==> src/rtl/mbt_pkg.sv <==
// Shared constants and command type for the one-bit bitmap transpose store.
package mbt_pkg;

  // Frame geometry
  localparam int unsigned LOGICAL_ROW_BYTES = 52;
  localparam int unsigned NATIVE_ROW_BYTES  = 30;
  localparam int unsigned BLOCK_BYTES       = 8 * LOGICAL_ROW_BYTES;
  localparam int unsigned FRAME_BYTES       = BLOCK_BYTES * NATIVE_ROW_BYTES;

  // Field widths
  localparam int unsigned ADDR_W = 14;
  localparam int unsigned DATA_W = 8;
  localparam int unsigned BIT_W  = 3;

  // Reciprocal for division of a byte address by the native row length
  localparam int unsigned RECIP_SHIFT = 20;
  localparam int unsigned RECIP_MULT  = (2 ** RECIP_SHIFT) / NATIVE_ROW_BYTES + 1;
  localparam int unsigned PROD_W      = ADDR_W + RECIP_SHIFT;
  localparam int unsigned NY_W        = $clog2((2 ** ADDR_W) / NATIVE_ROW_BYTES + 1);
  localparam int unsigned BASE_W      = 32;

  // Request codes
  localparam logic REQ_WRITE = 1'b0;
  localparam logic REQ_READ  = 1'b1;

  // Commands from the controller to the datapath
  typedef struct packed {
    logic wr_en;     // store the incoming logical byte
    logic load;      // capture a read address and its row quotient
    logic base;      // form the first gather address
    logic issue;     // read one logical byte and step to the next row
    logic shift;     // pull the selected bit of the last read byte
    logic out_load;  // move the gathered byte to the output register
  } cmd_t;

endpackage

==> src/rtl/mbt_ctrl.sv <==
// Sequencer for the transpose store: handshakes and gather sequencing.
module mbt_ctrl (
  input  logic          clk_i,
  input  logic          rst_ni,
  input  logic          in_valid_i,
  output logic          in_ready_o,
  input  logic          req_type_i,
  output logic          out_valid_o,
  input  logic          out_ready_i,
  output mbt_pkg::cmd_t cmd_o
);
  import mbt_pkg::*;

  localparam logic [2:0] S_IDLE   = 3'd0;
  localparam logic [2:0] S_BASE   = 3'd1;
  localparam logic [2:0] S_GATHER = 3'd2;
  localparam logic [2:0] S_LAST   = 3'd3;
  localparam logic [2:0] S_HOLD   = 3'd4;

  logic [2:0]       state_q, state_d;
  logic [BIT_W-1:0] cnt_q, cnt_d;
  logic             out_valid_q, out_valid_d;
  logic             accept;

  assign in_ready_o  = (state_q == S_IDLE);
  assign accept      = in_valid_i && in_ready_o;
  assign out_valid_o = out_valid_q;

  // Decode state into commands and next state
  always_comb begin
    state_d = state_q;
    cnt_d   = cnt_q;
    cmd_o   = '0;
    case (state_q)
      S_IDLE: begin
        if (accept) begin
          if (req_type_i == REQ_READ) begin
            cmd_o.load = 1'b1;
            state_d    = S_BASE;
          end else begin
            cmd_o.wr_en = 1'b1;
          end
        end
      end
      S_BASE: begin
        cmd_o.base = 1'b1;
        cnt_d      = '0;
        state_d    = S_GATHER;
      end
      S_GATHER: begin
        cmd_o.issue = 1'b1;
        cmd_o.shift = (cnt_q != '0);
        cnt_d       = cnt_q + 1'b1;
        if (cnt_q == '1) begin
          state_d = S_LAST;
        end
      end
      S_LAST: begin
        cmd_o.shift = 1'b1;
        state_d     = S_HOLD;
      end
      S_HOLD: begin
        if (!out_valid_q || out_ready_i) begin
          cmd_o.out_load = 1'b1;
          state_d        = S_IDLE;
        end
      end
      default: begin
        state_d = S_IDLE;
      end
    endcase
  end

  // Hold the result beat until it is taken
  assign out_valid_d = cmd_o.out_load || (out_valid_q && !out_ready_i);

  // Advance control state
  always_ff @(posedge clk_i or negedge rst_ni) begin
    if (!rst_ni) begin
      state_q     <= S_IDLE;
      cnt_q       <= '0;
      out_valid_q <= 1'b0;
    end else begin
      state_q     <= state_d;
      cnt_q       <= cnt_d;
      out_valid_q <= out_valid_d;
    end
  end

endmodule

==> config.mk <==
export PLATFORM = sky130hd
export DESIGN_NAME = mbt_ctrl
export DESIGN_NICKNAME = d
export VERILOG_FILES = /design/src/rtl/mbt_pkg.sv /design/src/rtl/mbt_ctrl.sv
export SDC_FILE = /design/constraint.sdc
export NUM_CORES = 1
export LEC_CHECK = 0
export BUFFER_PORTS_ARGS = -buffer_cell sky130_fd_sc_hd__clkbuf_2
export CORE_AREA = 2 2 39 41
export CTS_CLUSTER_DIAMETER = 120
export DETAILED_ROUTE_END_ITERATION = 10
export DIE_AREA = 0 0 41 43
export PLACE_DENSITY_LB_ADDON = 0.12
export SLEW_MARGIN = 5
export SYNTH_ARGS = -nofsm -noshare
export SYNTH_HDL_FRONTEND = slang
export SYNTH_SLANG_ARGS = --single-unit
==> constraint.sdc <==
create_clock -name clk_i -period 2.2 [get_ports clk_i]
set_input_delay 0.11 -clock clk_i [delete_from_list [all_inputs] [get_ports clk_i]]
set_output_delay 0.11 -clock clk_i [all_outputs]
set_load 0.05 [all_outputs]
# Yosys cells after proc, flatten, opt, wreduce, memory -nomap -nowiden
# Cells that the tools add are included.
# word_totals
output_inout_bits	8
regBits	7
wordCells	38
in_bits	5
# op_classes
reduce_logical	10
n_addsub	1
n_eq_ne	9
mux	15
# ops
operator	count
$pmux 3 s5	1
$mux 3	4
$eq 3x2->1 const B	2
$eq 3x3->1 const B	2
$mux 1	6
$pmux 3 s2	1
$mux 2	2
$ne 2x1->1 const B	2
$ne 2x2->1 const B	2
$reduce_and 4->1	1
$add 3x1->3 const B	1
$eq 3x1->1 const B	1
$logic_not 3->1	1
$reduce_bool 3->1	1
$logic_and 1x1->1	2
$logic_not 1->1	2
$logic_or 1x1->1	2
$pmux 1 s2	1
$reduce_bool 2->1	1

# Depth between registers and ports, before layout
# depth
word_depth	5
mapped_depth	4
ltp_nobuf	4

# Worst setup path before layout
# No wires, ideal clock.
# synth_path
path_kind	register to output
start	reg state_q[1]
end	out cmd_o[5] (netlist name)
arrival_ps	1824
t_required_ps	2090
stages_incl_launch_ff	4
slack_ps	266
n_path_buf	1
path_cell_list	dfrtp_1 buf_6 nor3_2 and3b_1
# synth_rtl
item	line_no	text
start: declaration	mbt_ctrl.sv:20	logic [2:0] state_q, state_d;
start signal: assignment	mbt_ctrl.sv:84	state_q <= state_d;
end: declaration	mbt_ctrl.sv:10	output mbt_pkg::cmd_t cmd_o

==> qor.csv <==
stage,metric,value,unit
die,die width,41,um
timing,unrepaired setup endpoints after global routing,false,
yosys,Mapped Area,464,um^2
setup_path,Crit-path slowest cell,dfrtp_1,
die,Initial Util,33.5,%
clock_tree,Worst-path clk slew,0.05,ns
timing,Setup Total Neg Slack,0,ns
hold_path,worst hold path class,input pin to flop,
timing,Max Slew Vio Count,0,
setup_path,WP buf/inv,1,
routing,vias per cell,5.03,
final_layout,"commonest non-fill, non-tap cell in the layout",clkbuf_2,
grt,Overflow after GRT,0,
grt,first-pass GRT wire length,1.35,mm
die,core area,1380,um^2
die,Die Area,1760,um^2
timing,Worst slew margin,68.5,%
place,port bufs,12,
timing,final hold vios,0,
final_layout,post-layout util,39.8,%
timing,Max Clk Rate,580,MHz
yosys,register area share after synthesis,37.7,%
setup_path,CP arrival,1.61,ns
setup_path,worst reg2reg setup slack,0.77,ns
routing,First-pass DRT Iterations,4,
routing,drt initial violations,6,
yosys,Ys Warns,0,
clock_tree,Clock Path Buffers,2,
final_layout,antenna diode count,0,
yosys,syn_area_per_cell,10.5,um^2
setup_path,critical path's top delay family,flip-flops,
grt,vias in the first global route,321,
final_layout,nets,67,
grt,initial antenna violation count,0,
clock_tree,CTS tree,built,
timing,Slew @ Worst Pin,0.473,ns
clock_tree,H-tree depth,1,
final_layout,area of the multi-input gates,251,um^2
timing,Worst Skew,0.00248,ns
routing,Routed WL,829,um
clock_tree,number of clock sinks,7,
timing,final setup vio count,0,
grt,largest net degree at the start of global routing,17,
setup_path,CP Capture Type,primary output,
routing,Avg WL per Cell,11.2,um
timing,fin crit share,78.4,%
setup_path,critical path's largest stage delay,0.54,ns
power_and_ir_drop,Pleak,0.291,nW
final_layout,Fillers,147,
place,RD Place Congestion,0.620,
status,outcome,finished clean,
yosys,#FFs+latches synth,7,
setup_path,kind of critical path,flop to primary output,
power_and_ir_drop,worst vdd ir,0.653,mV
final_layout,share of cells above drive strength 1,31.0,%
yosys,Post-Synthesis Cells,44,
routing,vias,372,
clock_tree,Post-CTS Setup Repair Bufs,0,
die,IO Pins,13,
flow_run,Max-cap violations,0,
die,# rows,14,
setup_path,worst-path fanout max,16,
routing,post-route ant nets,0,
yosys,syn nets,52,
die,Die H,43,um
final_layout,"commonest non-fill, non-tap cells in the layout","clkbuf_2 (12), dfrtp_1 (7), nor3b_1 (5), nor2_1 (5)",
setup_path,Worst EP required,2.09,ns
yosys,post-synth cell types,23,
routing,post-route DRC violation count,0,
clock_tree,CTS root buf,clkbuf_4,
clock_tree,post-cts resize count,0,
final_layout,"Area growth, synth to finish",18.6,%
grt,Total GRT Usage,11.6,%
power_and_ir_drop,pwr/cell area,1470,nW/um^2
place,Post-DP HPWL,639,um
clock_tree,clock latency on the worst-skew pair,0.24,ns
setup_path,Setup crit start kind,flop,
timing,crit path time final,1.72,ns
clock_tree,Num CTS Buffers,3,
setup_path,CP Cell Sequence,or3b_1 > nor2_1 > clkbuf_2,
final_layout,register area,175,um^2
final cells by class:
class,instances,area share [%]
flip-flops and latches,7,31.8
clock buffers,4,4.77
repair buffers,13,12.7
well taps,16,3.64
inverters,2,1.36
multi-input cells,32,45.7
final timing paths:
check / start / endpoint / cells after the start
worst max-delay path: state_q[0] / cmd_o[0] / 3
worst min-delay path: in_valid_i / state_q[0] / 3
worst max register to register: cnt_q[0] / cnt_q[2] / 4
worst min register to register: cnt_q[1] / cnt_q[1] / 1
max in group asynchronous: rst_ni / cnt_q[0] / 2
min in group asynchronous: rst_ni / out_valid_o / 2
registers in the layout, summed over array words and instances, names as in the netlist:
| register | cells |
|---|---|
| cnt_q | 3 |
| out_valid_o | 1 |
| state_q | 3 |
where the power goes:
| part | switching, mW | internal (mW) |
|---|---|---|
| combinational | 0.275 | 0.163 |
| clock | 0.0434 | 0.0690 |
| sequential | 0.0872 | 0.174 |
| total | 0.405 | 0.405 |
tightest hold or removal path, delay by kind of cell:
| family | cells | cell delay [ns] |
|---|---|---|
| compound gates | 1 | 0.06 |
| simple gates | 1 | 0.07 |
| buf+inv | 1 | 0.09 |
cell usage after synthesis, drive strengths merged:
cell type / count / area, um^2
and3: 1 / 6.26
buf: 3 / 30.0
or3b: 1 / 8.76
a21boi: 1 / 7.51
dfrtp: 7 / 175
nor2: 5 / 18.8
nor2b: 2 / 12.5
inv: 2 / 7.51
a211oi: 1 / 7.51
a32o: 1 / 10.0
nor3b: 5 / 37.5
nand3b: 1 / 7.51
ha: 3 / 37.5
nand2b: 1 / 6.26
nand2: 1 / 3.75
nor3: 1 / 10.0
a21o: 1 / 7.51
a211o: 2 / 17.5
xnor2: 1 / 8.76
a221o: 1 / 10.0
and3b: 1 / 8.76
and4bb: 2 / 25.0
per-stage QoR:
stage               std cells  instance area (um^2)  hold slack (ns)  setup WS [ns]  total power, mW
global route               74                   551            0.149          0.343            0.883
CTS                        74                   551            0.137          0.469            0.825
finish                     74                   551            0.142          0.475            0.811
global placement           69                   514          -0.0373          0.734            0.705
detailed placement         69                   514          -0.0405          0.743            0.705
floorplan                  44                   464           -0.186          0.266            0.638
repair_timing:
| action | in CTS | in global routing |
|---|---|---|
| setup endpoints to repair | 0 | 0 |
| hold buffers | 1 | 0 |
| hold endpoints to repair | 7 | 0 |
layer usage:
metal	track usage, %	share of wire, %
met5	0	0
met4	6.00	0
met3	4.71	12
met2	14.4	42
met1	16.6	46
cell families after synthesis:
| family | after synthesis | share of synthesized area (%) |
|---|---|---|
| flops | 7 | 37.7 |
| simple gates | 21 | 31.3 |
| xor+xnor | 1 | 1.89 |
| compound gates | 7 | 12.9 |
| fa+ha+maj | 3 | 8.09 |
| buf+inv | 5 | 8.09 |
(Power assumes the default switching activity.)
